--- config.mk ---
export PLATFORM = sky130hd
export DESIGN_NAME = lru_key_value_cache
export DESIGN_NICKNAME = d
export VERILOG_FILES = /design/src/hw/rtl/lkv_pkg.sv /design/src/hw/rtl/lru_key_value_cache.sv /design/src/hw/rtl/lkv_tags.sv /design/src/hw/rtl/lkv_data_ram.sv
export SDC_FILE = /design/constraint.sdc
export NUM_CORES = 2
export LEC_CHECK = 0
export ABC_CLOCK_PERIOD_IN_PS = 12300
export BUFFER_PORTS_ARGS = -buffer_cell sky130_fd_sc_hd__clkbuf_2
export CAP_MARGIN = 10
export CORE_ASPECT_RATIO = 0.7
export CORE_MARGIN = 2
export CORE_UTILIZATION = 45
export DETAILED_ROUTE_END_ITERATION = 10
export HOLD_SLACK_MARGIN = 0.03
export RECOVER_POWER = 100
export SLEW_MARGIN = 25
export SYNTH_ARGS = -nofsm -noshare
export SYNTH_HDL_FRONTEND = slang
export SYNTH_HIERARCHICAL = 1
export SYNTH_SLANG_ARGS = --single-unit
--- constraint.sdc ---
create_clock -name clk -period 12.3 [get_ports clk]
set_clock_uncertainty 0.1 [all_clocks]
set_input_delay 3.075 -clock clk [delete_from_list [all_inputs] [get_ports clk]]
set_output_delay 3.075 -clock clk [all_outputs]
set_load 0.005 [all_outputs]
--- src/hw/rtl/lkv_pkg.sv ---
`timescale 1ns / 1ps
`default_nettype none

package lkv_pkg;

  localparam int KEY_W = 32;
  localparam int VAL_W = 32;
  localparam int CAP_W = 5;

  localparam logic [CAP_W-1:0] CAP_RESET = 5'd16;

  // Request codes
  localparam logic REQ_GET = 1'b0;
  localparam logic REQ_PUT = 1'b1;

  // Returned on a get miss and on every put
  localparam logic signed [VAL_W-1:0] MISS_VALUE = '1;

  typedef struct packed {
    logic                    req_type;
    logic signed [KEY_W-1:0] key;
    logic signed [VAL_W-1:0] value;
  } req_t;

  typedef struct packed {
    logic                    found;
    logic signed [VAL_W-1:0] read_value;
  } rsp_t;

  // Lookup outcome from the tag array to the data store
  typedef struct packed {
    logic hit;
    logic wr;
  } lkv_ctl_t;

endpackage

`default_nettype wire

--- src/hw/rtl/lru_key_value_cache.sv ---
`timescale 1ns / 1ps
`default_nettype none

// Channel   Handshake                 Payload
// request   start / busy              req  (req_type, key, value)
// result    done strobe, no stall     rsp  (found, read_value)
// config    cfg_valid / cfg_ready     cfg_data (capacity)
//
// A request is taken every cycle; busy stays low.
// Each result passes through the input register and the result register around
// the parallel key compare and rank update.
// rst (synchronous) empties the cache and sets capacity to 16.
// Results cannot be stalled; done is high for one cycle per request.

module lru_key_value_cache import lkv_pkg::*; #(
  parameter int ENTRIES = 16
) (
  input  wire logic             clk,
  input  wire logic             rst,
  input  wire logic             start,
  output      logic             busy,
  input  wire req_t             req,
  output      logic             done,
  output      rsp_t             rsp,
  input  wire logic             cfg_valid,
  output      logic             cfg_ready,
  input  wire logic [CAP_W-1:0] cfg_data
);

  localparam int IDX_W = (ENTRIES > 1) ? $clog2(ENTRIES) : 1;

  logic [CAP_W-1:0] capacity;
  logic             vld_q;
  req_t             req_q;
  lkv_ctl_t         ctl;
  logic [IDX_W-1:0] slot;
  logic [VAL_W-1:0] rdata;
  logic             found_q;
  logic             get_q;

  assign busy      = 1'b0;
  assign cfg_ready = 1'b1;

  always_ff @(posedge clk) begin
    if (rst) begin
      capacity <= CAP_RESET;
      vld_q    <= 1'b0;
      done     <= 1'b0;
    end else begin
      if (cfg_valid && cfg_ready) begin
        capacity <= cfg_data;
      end
      vld_q <= start && !busy;
      done  <= vld_q;
    end
  end

  always_ff @(posedge clk) begin
    req_q   <= req;
    found_q <= ctl.hit;
    get_q   <= req_q.req_type == REQ_GET;
  end

  lkv_tags #(.ENTRIES(ENTRIES)) u_tags (
    .clk      (clk),
    .rst      (rst),
    .vld      (vld_q),
    .req      (req_q),
    .capacity (capacity),
    .ctl      (ctl),
    .slot     (slot)
  );

  lkv_data_ram #(.ENTRIES(ENTRIES)) u_data (
    .clk   (clk),
    .ctl   (ctl),
    .addr  (slot),
    .wdata (req_q.value),
    .rdata (rdata)
  );

  assign rsp.found      = found_q;
  assign rsp.read_value = (found_q && get_q) ? rdata : MISS_VALUE;

endmodule

`default_nettype wire

--- src/hw/rtl/lkv_tags.sv ---
`timescale 1ns / 1ps
`default_nettype none

module lkv_tags import lkv_pkg::*; #(
  parameter int ENTRIES = 16,
  localparam int IDX_W = (ENTRIES > 1) ? $clog2(ENTRIES) : 1
) (
  input  wire logic             clk,
  input  wire logic             rst,
  input  wire logic             vld,
  input  wire req_t             req,
  input  wire logic [CAP_W-1:0] capacity,
  output      lkv_ctl_t         ctl,
  output      logic [IDX_W-1:0] slot
);

  localparam int OCC_W = $clog2(ENTRIES + 1);
  localparam int CMP_W = (OCC_W > CAP_W) ? OCC_W : CAP_W;

  logic [KEY_W-1:0] keys [ENTRIES];
  logic [IDX_W-1:0] rank [ENTRIES];
  logic [OCC_W-1:0] occupancy;

  logic [ENTRIES-1:0] in_use;
  logic [ENTRIES-1:0] hit_vec;
  logic [ENTRIES-1:0] old_vec;
  logic [IDX_W-1:0]   hit_idx;
  logic [IDX_W-1:0]   victim_idx;
  logic [IDX_W-1:0]   hit_rank;
  logic [IDX_W-1:0]   oldest_rank;
  logic [IDX_W-1:0]   thr;
  logic [CMP_W-1:0]   eff_cap;
  logic               hit;
  logic               full;
  logic               is_put;
  logic               touch;
  logic               fill;

  always_comb begin
    oldest_rank = IDX_W'(occupancy - OCC_W'(1));
    hit_idx     = '0;
    victim_idx  = '0;
    hit_rank    = '0;
    for (int i = 0; i < ENTRIES; i++) begin
      in_use[i]  = OCC_W'(i) < occupancy;
      hit_vec[i] = in_use[i] && (keys[i] == req.key);
      old_vec[i] = in_use[i] && (rank[i] == oldest_rank);
      // Keys in use are unique, so at most one lane hits
      if (hit_vec[i]) begin
        hit_idx  = hit_idx | IDX_W'(i);
        hit_rank = hit_rank | rank[i];
      end
      if (old_vec[i]) begin
        victim_idx = victim_idx | IDX_W'(i);
      end
    end

    if (capacity == '0) begin
      eff_cap = CMP_W'(1);
    end else if (CMP_W'(capacity) > CMP_W'(ENTRIES)) begin
      eff_cap = CMP_W'(ENTRIES);
    end else begin
      eff_cap = CMP_W'(capacity);
    end

    hit    = |hit_vec;
    full   = CMP_W'(occupancy) >= eff_cap;
    is_put = req.req_type == REQ_PUT;
    touch  = vld && (hit || is_put);
    fill   = vld && is_put && !hit && !full;

    // Target slot and the rank below which entries age by one
    if (hit) begin
      slot = hit_idx;
      thr  = hit_rank;
    end else if (full) begin
      slot = victim_idx;
      thr  = oldest_rank;
    end else begin
      slot = IDX_W'(occupancy);
      thr  = IDX_W'(occupancy);
    end

    ctl.hit = hit;
    ctl.wr  = vld && is_put;
  end

  always_ff @(posedge clk) begin
    if (rst) begin
      occupancy <= '0;
      for (int i = 0; i < ENTRIES; i++) begin
        rank[i] <= '0;
      end
    end else begin
      if (touch) begin
        for (int i = 0; i < ENTRIES; i++) begin
          if (IDX_W'(i) == slot) begin
            rank[i] <= '0;
          end else if (in_use[i] && (rank[i] < thr)) begin
            rank[i] <= rank[i] + IDX_W'(1);
          end
        end
      end
      if (fill) begin
        occupancy <= occupancy + OCC_W'(1);
      end
    end
  end

  always_ff @(posedge clk) begin
    if (vld && is_put && !hit) begin
      keys[slot] <= req.key;
    end
  end

endmodule

`default_nettype wire

--- src/hw/rtl/lkv_data_ram.sv ---
`timescale 1ns / 1ps
`default_nettype none

module lkv_data_ram import lkv_pkg::*; #(
  parameter int ENTRIES = 16,
  localparam int IDX_W = (ENTRIES > 1) ? $clog2(ENTRIES) : 1
) (
  input  wire logic             clk,
  input  wire lkv_ctl_t         ctl,
  input  wire logic [IDX_W-1:0] addr,
  input  wire logic [VAL_W-1:0] wdata,
  output      logic [VAL_W-1:0] rdata
);

  logic [VAL_W-1:0] mem [ENTRIES];

  always_ff @(posedge clk) begin
    if (ctl.wr) begin
      mem[addr] <= wdata;
    end
  end

  // Read-first: a get never writes, so the old word is what it wants
  always_ff @(posedge clk) begin
    rdata <= mem[addr];
  end

endmodule

`default_nettype wire

### Yosys cells after proc, flatten, opt, wreduce, memory -nomap -nowiden

Memory sizes are Yosys's and may differ from the RTL's. A register that Yosys moved wholly into a read port is not among the register bits.
Cells that the tools add are included.

| word-level totals | value |
|---|---|
| bits in registers | 79 |
| memory bits (writable) | 1,088 |
| input bits | 74 |
| output and inout bits | 36 |
| logic and storage cells | 451 |
| memories | 3 |

| cells by class | value |
|---|---|
| add/subtract/negate cells | 18 |
| magnitude comparators | 34 |
| equality and inequality tests | 46 |
| multiplexer cells | 235 |
| bitwise gates (word level) | 48 |
| reduce and logical (&&, ||, !) cells | 58 |

Memory list:

| name | depth | width | read ports | clocked after Yosys merged registers in | wr ports | RTL line | RTL |
|---|---|---|---|---|---|---|---|
| u_data.mem | 16 | 32 | 1 | 1 | 1 | lkv_data_ram.sv:15 | `logic [VAL_W-1:0] mem [ENTRIES];` |
| u_tags.keys | 16 | 32 | 16 | 0 | 1 | lkv_tags.sv:20 | `logic [KEY_W-1:0] keys [ENTRIES];` |
| u_tags.rank | 16 | 4 | 16 | 0 | 16 | lkv_tags.sv:21 | `logic [IDX_W-1:0] rank [ENTRIES];` |

Operator list:

| cell | count |
|---|---|
| 32-bit equality test | 16 |
| 4-bit two-way mux | 68 |
| 1-bit two-way mux | 152 |
| 4-bit by 1-bit adder with 4-bit output, second input constant | 16 |
| 4-bit less-than comparator | 16 |
| 4-bit equality test | 15 |
| 4-bit bitwise OR | 15 |
| 1-bit logical AND | 52 |
| 4-bit by 5-bit less-than comparator with 1-bit output, first input constant | 8 |
| 4-bit equality test, first input constant | 8 |
| 32-bit two-way mux | 1 |
| 1-bit bitwise OR | 32 |
| 3-bit two-way mux | 8 |
| 3-bit by 5-bit less-than comparator with 1-bit output, first input constant | 4 |
| 3-bit by 4-bit equality test with 1-bit output, first input constant | 4 |
| 16-bit OR reduction | 1 |
| 1-bit by 5-bit less-than comparator with 1-bit output, first input constant | 2 |
| 2-bit by 5-bit less-than comparator with 1-bit output, first input constant | 2 |
| 5-bit two-way mux | 2 |
| 2-bit by 4-bit equality test with 1-bit output, first input constant | 2 |
| 2-bit two-way mux | 4 |
| 5-bit by 1-bit adder with 5-bit output, second input constant | 1 |
| 5-bit >= comparator | 1 |
| 5-bit greater-than comparator, second input constant | 1 |
| other kinds (7) | 8 |

### Depth between registers and ports, before layout

An unclocked memory read counts as a cell.

| depth | value |
|---|---|
| word-level depth | 43 |
| mapped depth | 20 |

### Modules after synthesis

The synthesis kept the hierarchy.

Modules (own cells, without submodules):

| module | times used | cells each | area an instance (um^2) | seq. area each (um^2) |
|---|---|---|---|---|
| lkv_tags | 1 | 2,191 | 29,505.8 | 17,396.7 |
| lkv_data_ram | 1 | 840 | 19,862.8 | 16,015.4 |
| lru_key_value_cache | 1 | 129 | 1,849.3 | 1,481.4 |

### Worst setup path after synthesis

OpenSTA, ideal clock, no wires.

| timing path | value |
|---|---|
| path kind | register -> register |
| from | register u_tags.occupancy[0] |
| to | memory u_data.mem[12][0], enable pin |
| arrival | 5.713 ns |
| data required time | 11.739 ns |
| path slack | 6.026 ns |
| cell stages (with the launch flop) | 17 |
| path buffers | 5 |
| clock period less this slack | 6.274 ns |
| path through | dfxtp_1 -> buf_2 -> buf_4 -> buf_2 -> inv_1 -> ha_1 -> buf_2 -> buf_2 -> xnor2_1 -> a211oi_1 -> a32oi_1 -> and4_1 -> a31oi_1 -> nand2_1 -> o21ai_0 -> nand3_1 -> nor3_1 |

| on the way | value |
|---|---|
| elaborated cells between the ends (all ways) | 97 |
| those cells by class | add/sub: 1; order compare: 17; eq/ne: 15; mux: 32; reduce/logical: 32 |

RTL lines:

| item | RTL line | RTL |
|---|---|---|
| start: declaration | lkv_tags.sv:22 | `logic [OCC_W-1:0] occupancy;` |
| start signal: assignment | lkv_tags.sv:105 | `occupancy <= occupancy + OCC_W'(1);` |
| 4-bit by 1-bit subtractor with 4-bit output (*) | lkv_tags.sv:40 | `oldest_rank = IDX_W'(occupancy - OCC_W'(1));` |
| net u_tags.oldest_rank[0] | lkv_tags.sv:30 | `logic [IDX_W-1:0] oldest_rank;` |
| 4-bit equality test | lkv_tags.sv:47 | `old_vec[i] = in_use[i] && (rank[i] == oldest_rank);` |
| 1-bit logical AND | lkv_tags.sv:47 |  |
| 3-bit two-way mux (4 in series) | lkv_tags.sv:53 | `if (old_vec[i]) begin` |
| 4-bit two-way mux (7 in series) | lkv_tags.sv:53 |  |
| 4-bit two-way mux (*) | lkv_tags.sv:53 |  |
| 4-bit two-way mux (*) | lkv_tags.sv:76 | `end else if (full) begin` |
| 4-bit two-way mux (*) | lkv_tags.sv:73 | `if (hit) begin` |
| net slot[2] | lru_key_value_cache.sv:36 | `logic [IDX_W-1:0] slot;` |
| end: declaration | lkv_data_ram.sv:15 |  |

Mark *: on every way through the listed nets, which the timed path passes. The rest lies on a longest branch.

### Worst setup path after layout

| timing path | value |
|---|---|
| from | register req_q[48] (netlist name) |
| to | memory u_tags.keys[7][4], enable pin |

| on the way | value |
|---|---|
| word-level cells in the longest chain between the ends | 18 |
| elaborated cells between the ends (all ways) | 53 |
| those cells by class | eq/ne: 16; mux: 18; reduce/logical: 19 |

Ends and longest elaborated chain:

| item | RTL line | RTL |
|---|---|---|
| start: declaration | lru_key_value_cache.sv:34 | `req_t req_q;` |
| start signal: assignment | lru_key_value_cache.sv:59 | `req_q <= req;` |
| 32-bit equality test | lkv_tags.sv:46 | `hit_vec[i] = in_use[i] && (keys[i] == req.key);` |
| 1-bit logical AND | lkv_tags.sv:46 |  |
| 1-bit two-way mux | lkv_tags.sv:49 | `if (hit_vec[i]) begin` |
| 2-bit two-way mux (2 in series) | lkv_tags.sv:49 |  |
| 3-bit two-way mux (4 in series) | lkv_tags.sv:49 |  |
| 4-bit two-way mux (8 in series) | lkv_tags.sv:49 |  |
| 4-bit two-way mux | lkv_tags.sv:73 |  |
| end: declaration | lkv_tags.sv:20 |  |

Parallel ways exist; a longest one is shown, timed or not.

==> impl_metrics.env <==
export IMPL_wl_on_met1_um=65220
export IMPL_syn_instance_count=3160
export IMPL_detailed_place_hpwl_um=85700
export IMPL_leakagePower_nw=17.96
export IMPL_layout_cells_most_common_list="edfxtp_1, xnor2_1, nand4_1"
export IMPL_synth_top_family_by_area="XOR/XNOR gates"
export IMPL_die_area_um2=116600
export IMPL_slowest_delay_ns=2.21
export IMPL_timing_reg2reg_setup_slack_ns=2.98
export IMPL_synth_flop_cell="edfxtp_1"
export IMPL_gp_congestion=0.9918
export IMPL_cts_tree="done"
export IMPL_final_non_filler_cell_area_um2=57340
export IMPL_final_setup_viol_count=0
export IMPL_ant_nets=0
export IMPL_synth_seq_area_share_pct=68.13
export IMPL_grt_setup_unrepaired="false"
export IMPL_synth_area_per_cell_um2=16.21
export IMPL_cts_hold_buffers=0
export IMPL_clock_fmax_mhz=107.3
export IMPL_syn_cell_area_um2=51220
export IMPL_critical_path_startpoint_type="flop"
export IMPL_antenna_diode_count=0
export IMPL_postCtsSetupBuffers=0
export IMPL_total_detailed_routing_wirelength_um=140000
export IMPL_yosysUniqueCellTypes=89
export IMPL_final_hold_viol_count=0
export IMPL_largest_net_degree_at_the_start_of_global_routing=72
export IMPL_antenna_found_initial=4
export IMPL_synth_fp_nets=3305
export IMPL_power_per_cell_area_nw_per_um2=154.1
export IMPL_synth_compound_area_share_pct=3.601
export IMPL_post_synth_xor_area_fraction_pct=10.87
export IMPL_worstSetupEndpointType="flop"
export IMPL_max_slew_margin_pct=-113.6
export IMPL_worstHoldEndpoint="u_tags/keys[10][20]"
export IMPL_timing_critical_path_arrival_ns=9.49
export IMPL_number_of_drc_markers_in_iteration_0=3374
export IMPL_place_worst_setup_slack_ns=5.842
export IMPL_worstPathCellList="clkbuf_1, xnor2_1, nand4_1, nor4_1, nand3_1, nand4_1, or4_1, or3_1, a21oi_1, nand3_1, nor2_2, clkbuf_1"
export IMPL_post_route_worst_setup_slack_ns=2.983
export IMPL_syn2layout_area_growth_pct=11.95
export IMPL_htree_levels=3
export IMPL_die_height_um=286.3
export IMPL_coreArea_um2=112800
export IMPL_placement_cell_area_um2=53740
export IMPL_r2r_start="req_q[48]"
export IMPL_synth_top_cell_area_share_pct=63.79
export IMPL_start_util_pct=45.42
export IMPL_yosys_warnings=6
export IMPL_finalHoldWorstSlack_ns=0.3284
export IMPL_worstRegToRegCells=12
export IMPL_cts_made_buffers=113
export IMPL_max_clock_path_buffers=3
export IMPL_cp_required_ns=12.47
export IMPL_synth_mux_area_fraction_pct=5.768
export IMPL_top_signal_layer_used="met5"
export IMPL_clk_insertion_delay_late_ns=0.73
export IMPL_floorplan_die_width_um=407.2
export IMPL_crit_path_slowest_cell="clkbuf_1"
export IMPL_synth_simple_gate_area_share_pct=7.910
export IMPL_drv_slew=1657
export IMPL_synth_edff_count=1088
export IMPL_min_period_over_period_pct=75.74
export IMPL_via_per_inst=5.957
export IMPL_met3_length_um=12850
export IMPL_path_max_fanout=32
export IMPL_first_global_vias=28990
export IMPL_min_from="req_q[52]"
export IMPL_top_level_ports=110
export IMPL_rr_endpoint="u_tags/keys[7][4]"
export IMPL_cts_root_buffer="clkbuf_16"
export IMPL_run_status="finished, violations left"
export IMPL_yosys_area_share_adder_pct=1.734
export IMPL_avgRoutedWirePerCell_um=28.26
export IMPL_track_usage_pct=23.77
export IMPL_cts_resized=0
export IMPL_dr_wl_met2_um=58950
export IMPL_timing_setup_tns_ns=0
export IMPL_drt_drc_violations_left=0
export IMPL_ir_drop_v=0.0001103
export IMPL_clk_pin_slew_worst_paths_ns=0.06
export IMPL_synth_top_cell_by_area="edfxtp_1"
export IMPL_ys_seq_elements=1199
export IMPL_failing_checks="capacitance limit, slew limit"
export IMPL_mostFrequentLayoutCell="edfxtp_1"
export IMPL_cap_violations=53
export IMPL_worst_slew_pin_transition_ns=3.204
export IMPL_placementRows=103
export IMPL_overflow=0
export IMPL_post_synth_main_area_contributors="edfxtp_1, xnor2_1, mux4_2"
export IMPL_final_layout_size_suffix_gt1_share_pct=14.95
export IMPL_numClockSinks=1199
export IMPL_portBuffers=107
export IMPL_drt_first_pass_iters=5
export IMPL_dr_total_vias=29510
export IMPL_whs_path_depth=0
export IMPL_classification_of_the_worst_setup_path="reg2reg"
export IMPL_fin_nets=3477
export IMPL_worst_hold_path_type="reg2reg"
export IMPL_finalCriticalPeriod_ns=9.317
export IMPL_synth_async_reset_ratio_pct=0
export IMPL_grt_first_pass_wirelength_um=202400
-- through the flow --
step	instances	power (W)	utilization (%)
after floorplan	3160	0.005058	-
after global placement	4739	0.005271	47.64
after detailed placement	4739	0.005288	47.66
after CTS	4954	0.008907	51.13
after global routing	4954	0.009120	50.85
final	4954	0.008835	50.85
-- logic make-up (layout without fill, tap and decap cells) --
| kind of cell | after synthesis | after routing |
|---|---|---|
| DFF | 1199 | 1199 |
| and+or+nand+nor | 730 | 730 |
| xor gates and xnor gates | 606 | 606 |
| AOI/OAI and AO/OA | 244 | 244 |
| buffers and inverters | 173 | 445 |
| muxes | 135 | 135 |
| adders and majority gates | 71 | 71 |
| other | 2 | 2 |
-- worst max-delay path, delay by kind of cell, from the launching register on --
kind	cells	cell delay (ns)
AND/OR/NAND/NOR	8	3.27
flip-flops	1	0.32
AO/OA/AOI/OAI	1	1.22
buffers and inverters	2	3.52
XOR/XNOR	1	0.38
-- metal layers --
layer | global-route usage, % | vias up
li1 | - | 12600
met1 | 37.44 | 15350
met2 | 33.80 | 1353
met3 | 4.698 | 207
met4 | 5.520 | 4
met5 | 0 | -
-- area by class of cell --
type / count / area [µm²]
clock buffer: 146 / 3112
clock inverter: 69 / 803.3
fill: 9297 / 55430
inverter: 32 / 120.1
multi-input combinational: 1788 / 15490
sequential: 1199 / 34920
tap: 1522 / 1904
timing repair buffer: 198 / 988.4
-- state kept, by name, summed over array words and instances, names as in the netlist, 5 cells and up --
| signal | flops |
|---|---|
| u_data/mem | 512 |
| u_tags/rank | 64 |
| u_data/rdata | 32 |
| req_q | 65 |
| u_tags/occupancy | 5 |
| u_tags/keys | 512 |
| capacity | 5 |
-- worst max path at each step --
stage	from	to	slack [ns]	depth (start not counted)
2_1_floorplan	u_tags/occupancy[0]	u_data/mem[12][0]	6.03	16
3_3_place_gp	u_tags/occupancy[1]	u_data/rdata[7]	5.98	12
3_5_place_dp	u_tags/occupancy[1]	u_data/mem[8][17]	5.84	12
4_1_cts	u_tags/occupancy[1]	u_data/mem[8][24]	5.85	12
5_1_grt	req_q[48]	u_tags/keys[7][4]	2.92	12
6_report	req_q[48]	u_tags/keys[7][4]	2.98	12
-- report_power, final --
part | internal [W] | switching, W
Clock | 0.00207 | 0.00155
Sequential | 0.00451 | 0.0000710
Combinational | 0.000240 | 0.000386
Total | 0.00682 | 0.00201
-- Yosys cell counts, drive strengths merged (14+ instances only) --
cell    number
ha          71
mux4       128
o21ai       22
xnor2      481
buf        111
o211ai      23
a211oi      14
or2         37
or4         17
nor3        43
clkbuf      30
inv         32
xor2       111
nand2       97
a22oi       70
nand4      184
nor2       146
dfxtp      111
nor4        67
a21oi       28
nand3       60
edfxtp    1088
Note: power is estimated with default switching activity, not from simulation.
